===== config.mk =====
export PLATFORM = sky130hd
export DESIGN_NAME = link_session_supervisor_unit
export DESIGN_NICKNAME = d
export VERILOG_FILES = /design/src/design/lss_pkg.sv /design/src/design/lss_step.sv /design/src/design/link_session_supervisor_unit.sv
export VERILOG_INCLUDE_DIRS = /design/src /design/src/design
export SDC_FILE = /design/constraint.sdc
export NUM_CORES = 1
export LEC_CHECK = 0
export CAP_MARGIN = 30
export CORE_UTILIZATION = 33
export CTS_CLUSTER_SIZE = 12
export DETAILED_ROUTE_END_ITERATION = 12
export DONT_BUFFER_PORTS = 1
export PLACE_DENSITY_LB_ADDON = 0.1
export SYNTH_ARGS = -nofsm -noshare
export SYNTH_HDL_FRONTEND = slang
export SYNTH_HIERARCHICAL = 1
export SYNTH_SLANG_ARGS = --single-unit

===== constraint.sdc =====
create_clock -name clk -period 5 [get_ports clk]
set_clock_uncertainty 0.05 [all_clocks]
set_input_delay 1 -clock clk [delete_from_list [all_inputs] [get_ports clk]]
set_output_delay 1 -clock clk [all_outputs]
set_load 0.05 [all_outputs]

===== src/design/link_session_supervisor_unit_assert.svh =====
// Assertion macros shared by the link session supervisor RTL.
`ifndef LINK_SESSION_SUPERVISOR_UNIT_ASSERT_SVH
`define LINK_SESSION_SUPERVISOR_UNIT_ASSERT_SVH

// Checked on every rising clock edge outside reset.
`define LSS_ASSERT(lbl, prop, msg) \
	lbl: assert property (@(posedge clk) disable iff (!arst_n) prop) else $error(msg);

// Checked on every rising clock edge, reset included.
`define LSS_ASSERT_ALWAYS(lbl, prop, msg) \
	lbl: assert property (@(posedge clk) prop) else $error(msg);

`endif


===== src/design/lss_pkg.sv =====
// Types and constants of the link session supervisor.
package lss_pkg;

	localparam int unsigned TICK_W = 16;
	localparam int unsigned CFG_IDX_W = 3;
	localparam int unsigned KIND_W = 3;
	localparam int unsigned IN_DATA_W = 8;
	localparam int unsigned OUT_DATA_W = 16;

	typedef enum logic [2:0] {
		PH_CHECK = 3'd0,
		PH_ADDR = 3'd1,
		PH_OFFLINE = 3'd2,
		PH_LOGIN = 3'd3,
		PH_HEART = 3'd4
	} phase_t;

	typedef enum logic [KIND_W-1:0] {
		EV_TICK = 3'd0,
		EV_LOGIN_RESULT = 3'd1,
		EV_HEARTBEAT_ANSWER = 3'd2,
		EV_MESSAGE = 3'd3,
		EV_ADDRESS_REPLY = 3'd4
	} kind_t;

	typedef enum logic [CFG_IDX_W-1:0] {
		CFG_CHECK_TICKS = 3'd0,
		CFG_HEARTBEAT_TICKS = 3'd1,
		CFG_RECONNECT_TICKS = 3'd2,
		CFG_LOGIN_TICKS = 3'd3,
		CFG_ADDRESS_WAIT_TICKS = 3'd4
	} cfg_index_t;

	localparam logic [TICK_W-1:0] CHECK_TICKS_RST = 16'd60;
	localparam logic [TICK_W-1:0] HEARTBEAT_TICKS_RST = 16'd20;
	localparam logic [TICK_W-1:0] RECONNECT_TICKS_RST = 16'd10;
	localparam logic [TICK_W-1:0] LOGIN_TICKS_RST = 16'd45;
	localparam logic [TICK_W-1:0] ADDRESS_WAIT_TICKS_RST = 16'd30;

	localparam logic [2:0] MAX_LOGIN_ATTEMPTS = 3'd3;
	localparam logic signed [7:0] BEATS_MAX = 8'sd127;
	localparam logic signed [7:0] BEATS_MIN = -8'sd128;

	typedef struct packed {
		logic [TICK_W-1:0] check_ticks;
		logic [TICK_W-1:0] heartbeat_ticks;
		logic [TICK_W-1:0] reconnect_ticks;
		logic [TICK_W-1:0] login_ticks;
		logic [TICK_W-1:0] address_wait_ticks;
	} cfg_t;

	typedef struct packed {
		phase_t phase;
		logic [TICK_W-1:0] ticks_left;
		logic signed [7:0] unanswered_beats;
		logic [2:0] login_attempts;
		logic link_up;
	} state_t;

	typedef struct packed {
		logic [KIND_W-1:0] kind;
		logic data_valid;
		logic logged;
		logic address_error;
	} event_t;

	typedef struct packed {
		logic [2:0] phase;
		logic send_login;
		logic send_heartbeat;
		logic send_logout;
		logic request_address;
		logic check_done;
		logic link_up;
	} result_t;

endpackage


===== src/design/lss_step.sv =====
// Next-state and pulse logic of the session supervisor for one event.
module lss_step (
	input lss_pkg::state_t state,
	input lss_pkg::event_t evt,
	input lss_pkg::cfg_t cfg,
	output lss_pkg::state_t state_next,
	output lss_pkg::result_t res
);
	import lss_pkg::*;

	logic [TICK_W-1:0] ticks_dec;
	logic expired;
	logic beats_pos;
	logic [2:0] attempts_inc;
	logic attempts_over;
	logic login_pulse;
	logic heart_pulse;
	logic logout_pulse;
	logic addr_pulse;
	logic done_pulse;

	// The countdown stops at zero; a phase acts on the tick where it reaches zero.
	assign ticks_dec = state.ticks_left - TICK_W'(state.ticks_left != '0);
	assign expired = (ticks_dec == '0);
	assign beats_pos = !state.unanswered_beats[7] && (state.unanswered_beats != '0);
	assign attempts_inc = state.login_attempts + 3'd1;
	assign attempts_over = (attempts_inc > MAX_LOGIN_ATTEMPTS);

	always_comb begin
		state_next = state;
		case (evt.kind)
			EV_TICK: begin
				state_next.ticks_left = ticks_dec;
				case (state.phase)
					PH_CHECK: begin
						if (evt.data_valid || expired) begin
							state_next.ticks_left = '0;
							state_next.phase = PH_ADDR;
						end
					end
					PH_ADDR: begin
						if (expired) begin
							state_next.ticks_left = cfg.address_wait_ticks;
						end
					end
					PH_OFFLINE: begin
						if (expired) begin
							if (attempts_over) begin
								state_next.ticks_left = '0;
								state_next.phase = PH_ADDR;
								state_next.login_attempts = '0;
							end else begin
								state_next.ticks_left = cfg.login_ticks;
								state_next.phase = PH_LOGIN;
								state_next.login_attempts = attempts_inc;
							end
						end
					end
					PH_LOGIN: begin
						if (expired) begin
							state_next.phase = PH_OFFLINE;
							state_next.ticks_left = cfg.reconnect_ticks;
						end
					end
					PH_HEART: begin
						if (expired) begin
							if (beats_pos) begin
								state_next.unanswered_beats = '0;
								state_next.phase = PH_OFFLINE;
								state_next.ticks_left = cfg.reconnect_ticks;
							end else begin
								state_next.ticks_left = cfg.heartbeat_ticks;
								if (state.unanswered_beats != BEATS_MAX) begin
									state_next.unanswered_beats = state.unanswered_beats + 8'sd1;
								end
							end
						end
					end
					default: begin
					end
				endcase
			end
			EV_LOGIN_RESULT: begin
				state_next.link_up = evt.logged;
				state_next.unanswered_beats = '0;
				if (evt.logged) begin
					state_next.ticks_left = cfg.heartbeat_ticks;
					state_next.phase = PH_HEART;
					state_next.login_attempts = '0;
				end else if (state.phase != PH_ADDR) begin
					state_next.ticks_left = cfg.reconnect_ticks;
					state_next.phase = PH_OFFLINE;
				end
			end
			EV_HEARTBEAT_ANSWER: begin
				if (state.unanswered_beats != BEATS_MIN) begin
					state_next.unanswered_beats = state.unanswered_beats - 8'sd1;
				end
			end
			EV_MESSAGE: begin
				state_next.ticks_left = cfg.heartbeat_ticks;
				state_next.phase = PH_HEART;
				state_next.unanswered_beats = '0;
				state_next.login_attempts = '0;
			end
			EV_ADDRESS_REPLY: begin
				if (state.phase == PH_ADDR && !evt.address_error) begin
					state_next.phase = PH_OFFLINE;
					state_next.ticks_left = '0;
				end
			end
			default: begin
			end
		endcase
	end

	always_comb begin
		login_pulse = 1'b0;
		heart_pulse = 1'b0;
		logout_pulse = 1'b0;
		addr_pulse = 1'b0;
		done_pulse = 1'b0;
		if (evt.kind == EV_TICK) begin
			case (state.phase)
				PH_CHECK: done_pulse = evt.data_valid || expired;
				PH_ADDR: addr_pulse = expired;
				PH_OFFLINE: login_pulse = expired && !attempts_over;
				PH_HEART: begin
					heart_pulse = expired && !beats_pos;
					logout_pulse = expired && beats_pos;
					addr_pulse = expired && beats_pos;
				end
				default: begin
				end
			endcase
		end
	end

	always_comb begin
		res.phase = state_next.phase;
		res.send_login = login_pulse;
		res.send_heartbeat = heart_pulse;
		res.send_logout = logout_pulse;
		res.request_address = addr_pulse;
		res.check_done = done_pulse;
		res.link_up = state_next.link_up;
	end

endmodule


===== src/design/link_session_supervisor_unit.sv =====
// Top level of the link session supervisor: event register, state update and result register.
// The supervisor takes one event per clock cycle unless the result channel stalls, and returns one
// result per event; each event passes the event register and then the result register.
// The session state (phase, tick countdown, unanswered-heartbeat count, login attempts and link
// status) is updated in the same cycle that an event moves from the event register into the
// result register, so back-to-back events see each other's effects in order. The tick registers
// on the configuration port are always ready; all but check_ticks are used at the next countdown reload.
`include "link_session_supervisor_unit_assert.svh"

module link_session_supervisor_unit (
	input logic clk,
	input logic arst_n,
	// Event channel. tdata: data_valid, logged, address_error, zero fill. tuser: kind.
	input logic s_axis_tvalid,
	output logic s_axis_tready,
	input logic [lss_pkg::IN_DATA_W-1:0] s_axis_tdata,
	input logic [lss_pkg::KIND_W-1:0] s_axis_tuser,
	// Result channel. tdata: phase[2:0], send_login, send_heartbeat, send_logout,
	// request_address, check_done, link_up, zero fill.
	output logic m_axis_tvalid,
	input logic m_axis_tready,
	output logic [lss_pkg::OUT_DATA_W-1:0] m_axis_tdata,
	// Configuration write channel.
	input logic cfg_valid,
	output logic cfg_ready,
	input logic [lss_pkg::CFG_IDX_W-1:0] cfg_index,
	input logic [lss_pkg::TICK_W-1:0] cfg_data
);
	import lss_pkg::*;

	cfg_t cfg_q;
	state_t state_q;
	state_t state_next;
	event_t evt_s1;
	result_t res_next;
	result_t res_s2;
	logic valid_s1;
	logic valid_s2;
	logic advance;

	assign cfg_ready = 1'b1;

	always_ff @(posedge clk or negedge arst_n) begin
		if (!arst_n) begin
			cfg_q.check_ticks <= CHECK_TICKS_RST;
			cfg_q.heartbeat_ticks <= HEARTBEAT_TICKS_RST;
			cfg_q.reconnect_ticks <= RECONNECT_TICKS_RST;
			cfg_q.login_ticks <= LOGIN_TICKS_RST;
			cfg_q.address_wait_ticks <= ADDRESS_WAIT_TICKS_RST;
		end else if (cfg_valid && cfg_ready) begin
			case (cfg_index)
				CFG_CHECK_TICKS: cfg_q.check_ticks <= cfg_data;
				CFG_HEARTBEAT_TICKS: cfg_q.heartbeat_ticks <= cfg_data;
				CFG_RECONNECT_TICKS: cfg_q.reconnect_ticks <= cfg_data;
				CFG_LOGIN_TICKS: cfg_q.login_ticks <= cfg_data;
				CFG_ADDRESS_WAIT_TICKS: cfg_q.address_wait_ticks <= cfg_data;
				default: begin
				end
			endcase
		end
	end

	// An event leaves the event register when the result register is free or being drained.
	assign advance = valid_s1 && (!valid_s2 || m_axis_tready);
	assign s_axis_tready = !valid_s1 || advance;

	always_ff @(posedge clk or negedge arst_n) begin
		if (!arst_n) begin
			valid_s1 <= 1'b0;
		end else if (s_axis_tready) begin
			valid_s1 <= s_axis_tvalid;
		end
	end

	always_ff @(posedge clk) begin
		if (s_axis_tvalid && s_axis_tready) begin
			evt_s1.kind <= s_axis_tuser;
			evt_s1.data_valid <= s_axis_tdata[0];
			evt_s1.logged <= s_axis_tdata[1];
			evt_s1.address_error <= s_axis_tdata[2];
		end
	end

	lss_step u_step (
		.state(state_q),
		.evt(evt_s1),
		.cfg(cfg_q),
		.state_next(state_next),
		.res(res_next)
	);

	always_ff @(posedge clk or negedge arst_n) begin
		if (!arst_n) begin
			state_q.phase <= PH_CHECK;
			state_q.ticks_left <= CHECK_TICKS_RST;
			state_q.unanswered_beats <= '0;
			state_q.login_attempts <= '0;
			state_q.link_up <= 1'b0;
		end else if (advance) begin
			state_q <= state_next;
		end
	end

	always_ff @(posedge clk or negedge arst_n) begin
		if (!arst_n) begin
			valid_s2 <= 1'b0;
		end else if (advance) begin
			valid_s2 <= 1'b1;
		end else if (m_axis_tready) begin
			valid_s2 <= 1'b0;
		end
	end

	always_ff @(posedge clk) begin
		if (advance) begin
			res_s2 <= res_next;
		end
	end

	assign m_axis_tvalid = valid_s2;
	assign m_axis_tdata = {
		(OUT_DATA_W - 9)'(0),
		res_s2.link_up,
		res_s2.check_done,
		res_s2.request_address,
		res_s2.send_logout,
		res_s2.send_heartbeat,
		res_s2.send_login,
		res_s2.phase
	};

	`LSS_ASSERT(a_state_holds_when_idle, !advance |=> $stable(state_q), "state changed without an event")
	`LSS_ASSERT(a_result_matches_state, advance |=> (res_s2.phase == 3'(state_q.phase)) && (res_s2.link_up == state_q.link_up), "result does not match updated state")
	`LSS_ASSERT(a_login_in_login_phase, m_axis_tvalid && res_s2.send_login |-> res_s2.phase == 3'(PH_LOGIN), "login request outside login phase")
	`LSS_ASSERT(a_logout_goes_offline, m_axis_tvalid && res_s2.send_logout |-> res_s2.request_address && res_s2.phase == 3'(PH_OFFLINE), "logout without going offline")
	`LSS_ASSERT(a_done_goes_addr, m_axis_tvalid && res_s2.check_done |-> res_s2.phase == 3'(PH_ADDR), "check done without moving to address fetch")

endmodule

==> results of run 1 <==
-- flip-flops by register name, summed over array words and instances, names as in the netlist --
| signal | count |
|---|---|
| m_axis_tdata | 9 |
| state_q | 31 |
| valid_s1 | 1 |
| m_axis_tvalid | 1 |
| cfg_q | 64 |
| evt_s1 | 6 |
-- worst max-delay path by stage --
stage | start | to | slack [ns] | depth (start not counted)
2_1_floorplan | state_q[22]$_DFFE_PN0P_ | state_q[19]$_DFFE_PN0P_ | 1.20 | 14
3_3_place_gp | state_q[17]$_DFFE_PN1P_ | state_q[18]$_DFFE_PN0P_ | 0.54 | 13
3_5_place_dp | state_q[17]$_DFFE_PN1P_ | state_q[10]$_DFFE_PN0P_ | 0.61 | 14
4_1_cts | state_q[17]$_DFFE_PN1P_ | state_q[10]$_DFFE_PN0P_ | 0.59 | 14
5_1_grt | state_q[17]$_DFFE_PN1P_ | state_q[27]$_DFFE_PN0P_ | 0.36 | 15
6_report | state_q[17]$_DFFE_PN1P_ | state_q[10]$_DFFE_PN0P_ | 0.48 | 14
-- worst max-delay path, cell delays in order (launching register included) --
cell and delay [ns]:
dfstp_2 0.45, nor4_1 0.58, and2_1 0.25, nand3_1 0.11
ha_1 0.33, nor3b_1 0.21, and4_1 0.25, nor2_1 0.30
nand4_1 0.53, buf_4 0.41, nor3_1 0.21, o21ai_0 0.17
a31oi_1 0.20, o22ai_1 0.11, mux2_2 0.25
-- final cells by class --
type,instances,area (µm²),share of cell area (%)
clock inverter,5,41.3,0.509
sequential,112,2900,35.7
clock buffer,11,243,2.99
multi-input combinational,628,4240,52.3
timing repair buffer,34,275,3.39
inverter,14,52.6,0.648
tap,285,357,4.40
-- through the flow --
step           instances  total power (µW)  hold WS, ns
6_report            1089              4280        0.276
5_1_grt             1089              4570        0.258
4_1_cts             1089              4280        0.265
3_5_place_dp        1073              3550        0.436
3_3_place_gp        1071              3520        0.423
2_1_floorplan        827              2900        0.407
-- placed cells by master (no fill, tap or decap), types with 4 or more instances in the layout --
master	count
a222oi_1	5
xnor2_1	6
nor3_1	11
a22oi_1	4
nor4_1	13
nor2b_1	6
nor3b_1	5
nand2_1	88
buf_4	33
clkbuf_16	9
a21oi_1	53
conb_1	8
xor2_1	7
nor2_1	70
mux2i_1	18
nand3_1	20
dfrtp_1	81
inv_1	13
dfstp_2	16
o211ai_1	7
o31ai_1	9
nand2b_1	10
o21ai_0	46
o22ai_1	12
or2_2	5
nor4b_1	4
and2_1	10
a211oi_1	6
a221oi_1	13
and3_1	4
nand4_1	10
edfxtp_1	15
mux2_2	95
ha_1	7
o2bb2ai_1	5
a31oi_1	12
a21o_1	4
-- routing by layer --
metal	vias up	share of wire [%]
met3	51	4.7
met2	231	47
met4	0	2.8
met1	3172	46
li1	2960	-
met5	-	0
-- power by group through the flow --
stage          logic, µW  registers, µW  clock network [µW]
2_1_floorplan       1520           1390                   0
3_3_place_gp        2000           1520                   0
3_5_place_dp        2020           1530                   0
4_1_cts             2040           1510                 738
5_1_grt             2240           1560                 772
6_report            2060           1510                 710
==> qor.yml, run 1 <==
run_status:
  status: "complete, no violations"
power:
  leakage_uw: 0.00328
  p_switching_uw: 1900
  pwr-share-clk_pct: 16.6
  seq_power_share_pct: 35.3
  ir_worst_vdd_uv: 226
  combinationalPowerShare_pct: 48.1
  intPower_uw: 2380
  powerDensity_nw_per_um2: 528
  p_sw_share_pct: 44.3
drt:
  ant_nets: 0
  routed_wl_um: 24100
  wl_per_cell_um: 22.2
  viasPerCell: 5.89
  dr_total_vias: 6414
  drtIter0Drc: 469
  drc_errors: 0
  drt-pass1-iter-count: 5
clock_tree:
  cts_buffers: 9
  clk_latency_ns: 0.36
  cts_resized: 0
  htreeDepth: 3
  post_cts_buffers: 0
  clkTransAtPathRegs_ns: 0.08
  root_buffer: "clkbuf_16"
  cts_hold_buffers: 0
  max-clock-path-buffers: 2
  cts.sinks: 112
  cts_tree: "done"
sta:
  max_slew_margin_pct: 37.1
  finalHoldViolCount: 0
  setup_violations: 0
  tns_ns: 0
  drv_slew: 0
  period_minus_slack_ns: 4.52
  period_share_pct: 90.5
  rsz0062_at_grt: "false"
  max_freq_ghz: 0.221
  fin_ws_ns: 0.477
  worst_slew_pin_slew_ns: 0.931
yosys:
  syn_inst: 821
  syn_avg_cell_area_um2: 9.21
  synth_warnings: 6
  syn-cell-area_um2: 7560
floorplan:
  die_w_um: 153
  fp.dieArea_um2: 23500
  coreArea_um2: 22600
  rows: 55
  start_util_pct: 33.5
  die_y_um: 153
  io_pins: 54
grt:
  grt_max_degree: 98
  antenna_found_initial: 0
  grt_util_met3_pct: 2.84
  grt_pass1_vias: 6483
  busiest_layer: "met2"
  grt_use_total_pct: 21.2
  grt_pass1_wl_um: 38200
  grtUsageMet1_pct: 28.4
  met2_usage_pct: 34.6
  gr-total-overflow: 0
setup_path:
  worst-r2r-cell-count: 14
  path_class: "reg2reg"
  endpoint_kind: "register"
  path_max_fanout: 13
  start_kind: "register"
  reg2reg_to: "state_q[10]$_DFFE_PN0P_"
  r2r-start: "state_q[17]$_DFFE_PN1P_"
  rrSetupSlack_ns: 0.48
  worstPathArrival_ns: 4.72
  required_ns: 5.20
finish:
  final_cell_area_um2: 8110
  nets: 841
  fillers: 2276
  area_delta_synth_final_pct: 7.26
  diodes: 0
  drive_gt1_share_pct: 22.6
  fin_util_pct: 35.9
place:
  dp_hpwl_um: 16800
  post-place-ws_ns: 0.612
  place_area_um2: 7830
  place_congestion: 0.919
  io_buffers: 0
job:
  maxCapViolations: 0
worst_hold_path:
  min_path_type: "in2async"
Power figures use the tool's default switching activity.
==> run 2: changes to the inputs <==
clock period = 5.12 ns   (was 5 ns; I/O delays follow)
==> qor.yml, run 2 (synthesis gave the netlist of run 1 again) <==
power:
  ir_worst_vdd_uv: 201  # was 226 µV
  pwr-share-clk_pct: 17.1  # was 16.6%
  p_total_uw: 4150  # was 4280 µW
  p_switching_uw: 1880  # was 1900 µW
  leakage_uw: 0.00325  # was 0.00328 µW
  seq_power_share_pct: 36.6  # was 35.3%
  p_sw_share_pct: 45.3  # was 44.3%
  combinationalPowerShare_pct: 46.3  # was 48.1%
  intPower_uw: 2270  # was 2380 µW
  powerDensity_nw_per_um2: 516  # was 528 nW/µm²
setup_path:
  r2r-start: "state_q[17]$_DFFE_PN1P_"  # unchanged
  rrSetupSlack_ns: 0.62  # was 0.48 ns
  path_class: "reg2reg"  # unchanged
  path_max_fanout: 13  # unchanged
  worst-r2r-cell-count: 15  # was 14
  crit_start: "state_q[17]$_DFFE_PN1P_"  # unchanged
  endpoint_kind: "register"  # unchanged
  required_ns: 5.33  # was 5.20 ns
  worstPathArrival_ns: 4.71  # was 4.72 ns
  start_kind: "register"  # unchanged
  reg2reg_to: "state_q[27]$_DFFE_PN0P_"  # was state_q[10]$_DFFE_PN0P_
floorplan:
  fp.dieArea_um2: 23500  # unchanged
  rows: 55  # unchanged
  die_w_um: 153  # unchanged
  coreArea_um2: 22600  # unchanged
  die_y_um: 153  # unchanged
  start_util_pct: 33.5  # unchanged
  io_pins: 54  # unchanged
sta:
  max_slew_margin_pct: 33.8  # was 37.1%
  worst_slew_pin_slew_ns: 0.990  # was 0.931 ns
  drv_slew: 0  # unchanged
  tns_ns: 0  # unchanged
  period_share_pct: 87.9  # was 90.5%
  setup_violations: 0  # unchanged
  max_freq_ghz: 0.222  # was 0.221 GHz
  rsz0062_at_grt: "false"  # unchanged
  finalHoldViolCount: 0  # unchanged
  period_minus_slack_ns: 4.50  # was 4.52 ns
clock_tree:
  post_cts_buffers: 0  # unchanged
  cts_hold_buffers: 0  # unchanged
  clkTransAtPathRegs_ns: 0.08  # about the same
  cts_resized: 0  # unchanged
  htreeDepth: 3  # unchanged
  clk_latency_ns: 0.37  # was 0.36 ns
  cts.sinks: 112  # unchanged
  max-clock-path-buffers: 2  # unchanged
  cts_buffers: 9  # unchanged
  cts_tree: "done"  # unchanged
  root_buffer: "clkbuf_16"  # unchanged
finish:
  diodes: 0  # unchanged
  drive_gt1_share_pct: 22.0  # was 22.6%
  area_delta_synth_final_pct: 6.42  # was 7.26%
  final_common_cell: "mux2_2"  # unchanged
  nets: 832  # was 841
  largest_reg_flops: 64  # unchanged
  regMostFlops: "cfg_q"  # unchanged
  final_cell_mix: "mux2_2 (95), nand2_1 (88), dfrtp_1 (81), nor2_1 (70), a21oi_1 (52)"  # was mux2_2 (95), nand2_1 (88), dfrtp_1 (81), nor2_1 (70), a21oi_1 (53)
  fillers: 2321  # was 2276
drt:
  routed_wl_um: 24600  # was 24100 µm
  ant_nets: 0  # unchanged
  drc_errors: 0  # unchanged
  drtIter0Drc: 705  # was 469
  dr_total_vias: 6498  # was 6414
  wl_per_cell_um: 22.8  # was 22.2 µm
  drt-pass1-iter-count: 5  # unchanged
  viasPerCell: 6.02  # was 5.89
job:
  maxCapViolations: 0  # unchanged
grt:
  gr-total-overflow: 0  # unchanged
  antenna_found_initial: 0  # unchanged
  grt_pass1_vias: 6588  # was 6483
  grt_max_degree: 98  # unchanged
  grt_pass1_wl_um: 38600  # was 38200 µm
  grt_use_total_pct: 21.5  # was 21.2%
place:
  place_congestion: 0.880  # was 0.919
  io_buffers: 0  # unchanged
  dp_hpwl_um: 16800  # about the same
worst_hold_path:
  min_path_type: "in2async"  # unchanged
run_status:
  status: "complete, no violations"  # unchanged
==> run 2: cell count changes in the layout (fill, tap and decap cells not counted), sizes merged <==
cell,delta
clkinv,+2
clkbuf,-1
inv,+1
clkinvlp,-2
buf,-9
==> run 2: how the worst max path moves through the flow <==
stage / to / depth (start not counted)
4_1_cts: state_q[27]$_DFFE_PN0P_ / 15
3_5_place_dp: state_q[26]$_DFFE_PN0P_ / 15
3_3_place_gp: state_q[18]$_DFFE_PN0P_ / 13
2_1_floorplan: state_q[19]$_DFFE_PN0P_ / 14
6_report: state_q[27]$_DFFE_PN0P_ / 15
5_1_grt: state_q[10]$_DFFE_PN0P_ / 14
==> run 2: critical path, cell delays in order, from the launching register on <==
cell,delay [ns]
dfstp_2,0.45
nor4_1,0.55
and2_1,0.23
nand3_1,0.12
ha_1,0.33
nand3b_1,0.20
or4_4,0.44
a311oi_2,0.36
nand3_2,0.22
o21ai_0,0.43
buf_4,0.29
buf_4,0.18
a21oi_1,0.04
a21oi_1,0.12
a31oi_1,0.10
mux2_2,0.27
==> run 2: power by group through the flow <==
stage          Clock (µW)  Combinational, µW  Sequential, µW
2_1_floorplan           0               1480            1350
3_3_place_gp            0               1850            1520
3_5_place_dp            0               1890            1540
4_1_cts               737               1900            1520
5_1_grt               762               2110            1560
6_report              709               1920            1520
==> run 2: metrics by stage <==
stage / cell area, µm² / worst slack, ns / hold slack [ns] / util, % / instances
final: 8050 / 0.621 / 0.289 / 35.6 / 1080
after global routing: 8050 / 0.326 / 0.270 / 35.6 / 1080
after CTS: 8050 / 0.654 / 0.278 / 35.6 / 1080
after detailed placement: 7760 / 0.657 / 0.449 / 34.4 / 1064
after global placement: 7730 / 0.600 / 0.424 / 34.2 / 1062
after floorplan: 7580 / 1.32 / 0.407 / - / 827
==> run 2: layout make-up <==
class | count | area, µm² | share of cell area [%]
well taps | 285 | 357 | 4.43
flip-flops and latches | 112 | 2900 | 36.0
repair buffers | 25 | 208 | 2.58
clock buffers | 10 | 233 | 2.89
inverters | 14 | 52.6 | 0.653
clock inverters | 6 | 51.3 | 0.638
multi-input cells | 628 | 4250 | 52.8
==> run 2: per-layer routing <==
layer | global-route usage (%) | up-vias | part of all wire, %
li1 | - | 2940 | -
met1 | 28.5 | 3261 | 45
met2 | 34.9 | 252 | 46
met3 | 3.60 | 45 | 6.5
met4 | 8.29 | 0 | 2.4
met5 | 0 | - | 0
==> run 3: changes to the inputs <==
clock period = 4.1 ns   (was 5.12 ns; I/O delays follow)
==> qor.yml, run 3 (synthesis gave the netlist of run 1 again) <==
floorplan:
  coreArea_um2: 22600  # unchanged
  fp.dieArea_um2: 23500  # unchanged
  io_pins: 54  # unchanged
  die_w_um: 153  # unchanged
  die_y_um: 153  # unchanged
  rows: 55  # unchanged
  start_util_pct: 33.5  # unchanged
finish:
  diodes: 0  # unchanged
  nets: 869  # was 832
  regMostFlops: "cfg_q"  # unchanged
  final_common_cell: "mux2_2"  # unchanged
  fillers: 2337  # was 2321
  largest_reg_flops: 64  # unchanged
  final_cell_mix: "mux2_2 (95), nand2_1 (88), dfrtp_1 (81), nor2_1 (71), buf_4 (59)"  # was mux2_2 (95), nand2_1 (88), dfrtp_1 (81), nor2_1 (70), a21oi_1 (52)
  drive_gt1_share_pct: 25.5  # was 22.0%
  area_delta_synth_final_pct: 10.3  # was 6.42%
setup_path:
  required_ns: 4.29  # was 5.33 ns
  crit_start: "state_q[21]$_DFFE_PN0P_"  # was state_q[17]$_DFFE_PN1P_
  path_cells: "or3_1 -> nor2b_1 -> nand3_1 -> ha_1 -> nand3b_1 -> or4_4 -> a311oi_2 -> nand3_2 -> a2111o_1 -> a211oi_2 -> o21ai_1 -> o221a_1 -> mux2_2"  # was nor4_1 -> and2_1 -> nand3_1 -> ha_1 -> nand3b_1 -> or4_4 -> a311oi_2 -> nand3_2 -> o21ai_0 -> buf_4 -> buf_4 -> a21oi_1 -> a21oi_1 -> a31oi_1 -> mux2_2
  endpoint_kind: "register"  # unchanged
  path_class: "reg2reg"  # unchanged
  cpPeakStageDelay_ns: 0.43  # was 0.55 ns
  start_kind: "register"  # unchanged
  r2r-start: "state_q[21]$_DFFE_PN0P_"  # was state_q[17]$_DFFE_PN1P_
  cpMaxStageDelayCell: "or4_4"  # was nor4_1
  path_max_fanout: 5  # was 13
  worstPathArrival_ns: 4.04  # was 4.71 ns
clock_tree:
  cts_buffers: 9  # unchanged
  clk_latency_ns: 0.36  # was 0.37 ns
  htreeDepth: 3  # unchanged
  max-clock-path-buffers: 2  # unchanged
  clkTransAtPathRegs_ns: 0.08  # about the same
  post_cts_buffers: 0  # unchanged
  cts.sinks: 112  # unchanged
  cts_hold_buffers: 0  # unchanged
  cts_resized: 0  # unchanged
  root_buffer: "clkbuf_16"  # unchanged
  cts_tree: "done"  # unchanged
power:
  ir_worst_vdd_uv: 259  # was 201 µV
  combinationalPowerShare_pct: 51.1  # was 46.3%
  pwr-share-clk_pct: 16.0  # was 17.1%
  leakage_uw: 0.00343  # was 0.00325 µW
  seq_power_share_pct: 32.8  # was 36.6%
  p_switching_uw: 2370  # was 1880 µW
  p_sw_share_pct: 43.7  # was 45.3%
  powerDensity_nw_per_um2: 650  # was 516 nW/µm²
  intPower_uw: 3050  # was 2270 µW
  p_total_uw: 5420  # was 4150 µW
sta:
  holdWs_ns: 0.0969  # was 0.289 ns
  period_share_pct: 93.8  # was 87.9%
  drv_slew: 0  # unchanged
  finalHoldViolCount: 0  # unchanged
  max_freq_ghz: 0.260  # was 0.222 GHz
  rsz0062_at_grt: "false"  # unchanged
  worst_slew_pin_slew_ns: 0.917  # was 0.990 ns
  max_slew_margin_pct: 38.7  # was 33.8%
  setup_violations: 0  # unchanged
  tns_ns: 0  # unchanged
  period_minus_slack_ns: 3.85  # was 4.50 ns
drt:
  wl_per_cell_um: 22.0  # was 22.8 µm
  routed_wl_um: 24600  # about the same
  dr_total_vias: 6520  # was 6498
  viasPerCell: 5.84  # was 6.02
  drt-pass1-iter-count: 5  # unchanged
  ant_nets: 0  # unchanged
  drtIter0Drc: 506  # was 705
  drc_errors: 0  # unchanged
worst_hold_path:
  min_path_type: "in2async"  # unchanged
grt:
  grt_pass1_vias: 6598  # was 6588
  antenna_found_initial: 1  # was 0
  grt_pass1_wl_um: 38700  # was 38600 µm
  grt_use_total_pct: 21.5  # about the same
  gr-total-overflow: 0  # unchanged
  grt_max_degree: 98  # unchanged
place:
  dp_hpwl_um: 17600  # was 16800 µm
  io_buffers: 0  # unchanged
  place_congestion: 0.878  # was 0.880
job:
  maxCapViolations: 0  # unchanged
run_status:
  status: "complete, no violations"  # unchanged
[run 3: power by group through the flow]
stage          Clock [µW]  Combinational [µW]  Sequential [µW]
2_1_floorplan           0                1850             1690
3_3_place_gp            0                2670             1790
3_5_place_dp            0                2700             1800
4_1_cts               915                2720             1780
5_1_grt               954                3040             1830
6_report              870                2770             1780
[run 3: cell type report]
class                   instances  area (µm²)  area share (%)
clock inverters                 5        51.3           0.615
repair buffers                 62         494            5.92
inverters                      14        52.6           0.630
multi-input cells             628        4250            51.0
well taps                     285         357            4.27
flip-flops and latches        112        2900            34.7
clock buffers                  11         236            2.83
[run 3: stage by stage]
stage,utilization [%],instances,setup slack (ns),instance area (µm²)
floorplan,-,827,0.298,7580
global placement,35.6,1100,0.0541,8030
detailed placement,35.6,1100,0.0498,8030
CTS,36.9,1116,0.0260,8320
global route,37.0,1117,0.0144,8340
finish,37.0,1117,0.254,8340
[run 3: path summary, 6_finish.rpt]
check	end	slack, ns	depth (start not counted)
min in group clk	m_axis_tvalid$_DFFE_PN0P_	0.45	1
max reg2reg	state_q[19]$_DFFE_PN0P_	0.25	13
min reg2reg	m_axis_tvalid$_DFFE_PN0P_	0.45	1
max in group asynchronous	state_q[14]$_DFFE_PN1P_	3.60	0
min	m_axis_tvalid$_DFFE_PN0P_	0.1	0
max	state_q[19]$_DFFE_PN0P_	0.25	13
[run 3: routing by layer]
layer	GRT usage (%)	vias to the layer above	routed length, µm
met5	0	-	13
met4	6.95	2	623
met3	4.11	49	1530
met2	36.3	215	11600
met1	27.7	3238	10800
li1	-	3016	-
[run 3: worst max-delay path, delay by kind of cell, from the launching register on]
kind	cells	cell delay, ns
DFF	1	0.38
muxes	1	0.27
and+or+nand+nor	6	1.48
adders and majority gates	1	0.24
AOI/OAI and AO/OA	5	1.32
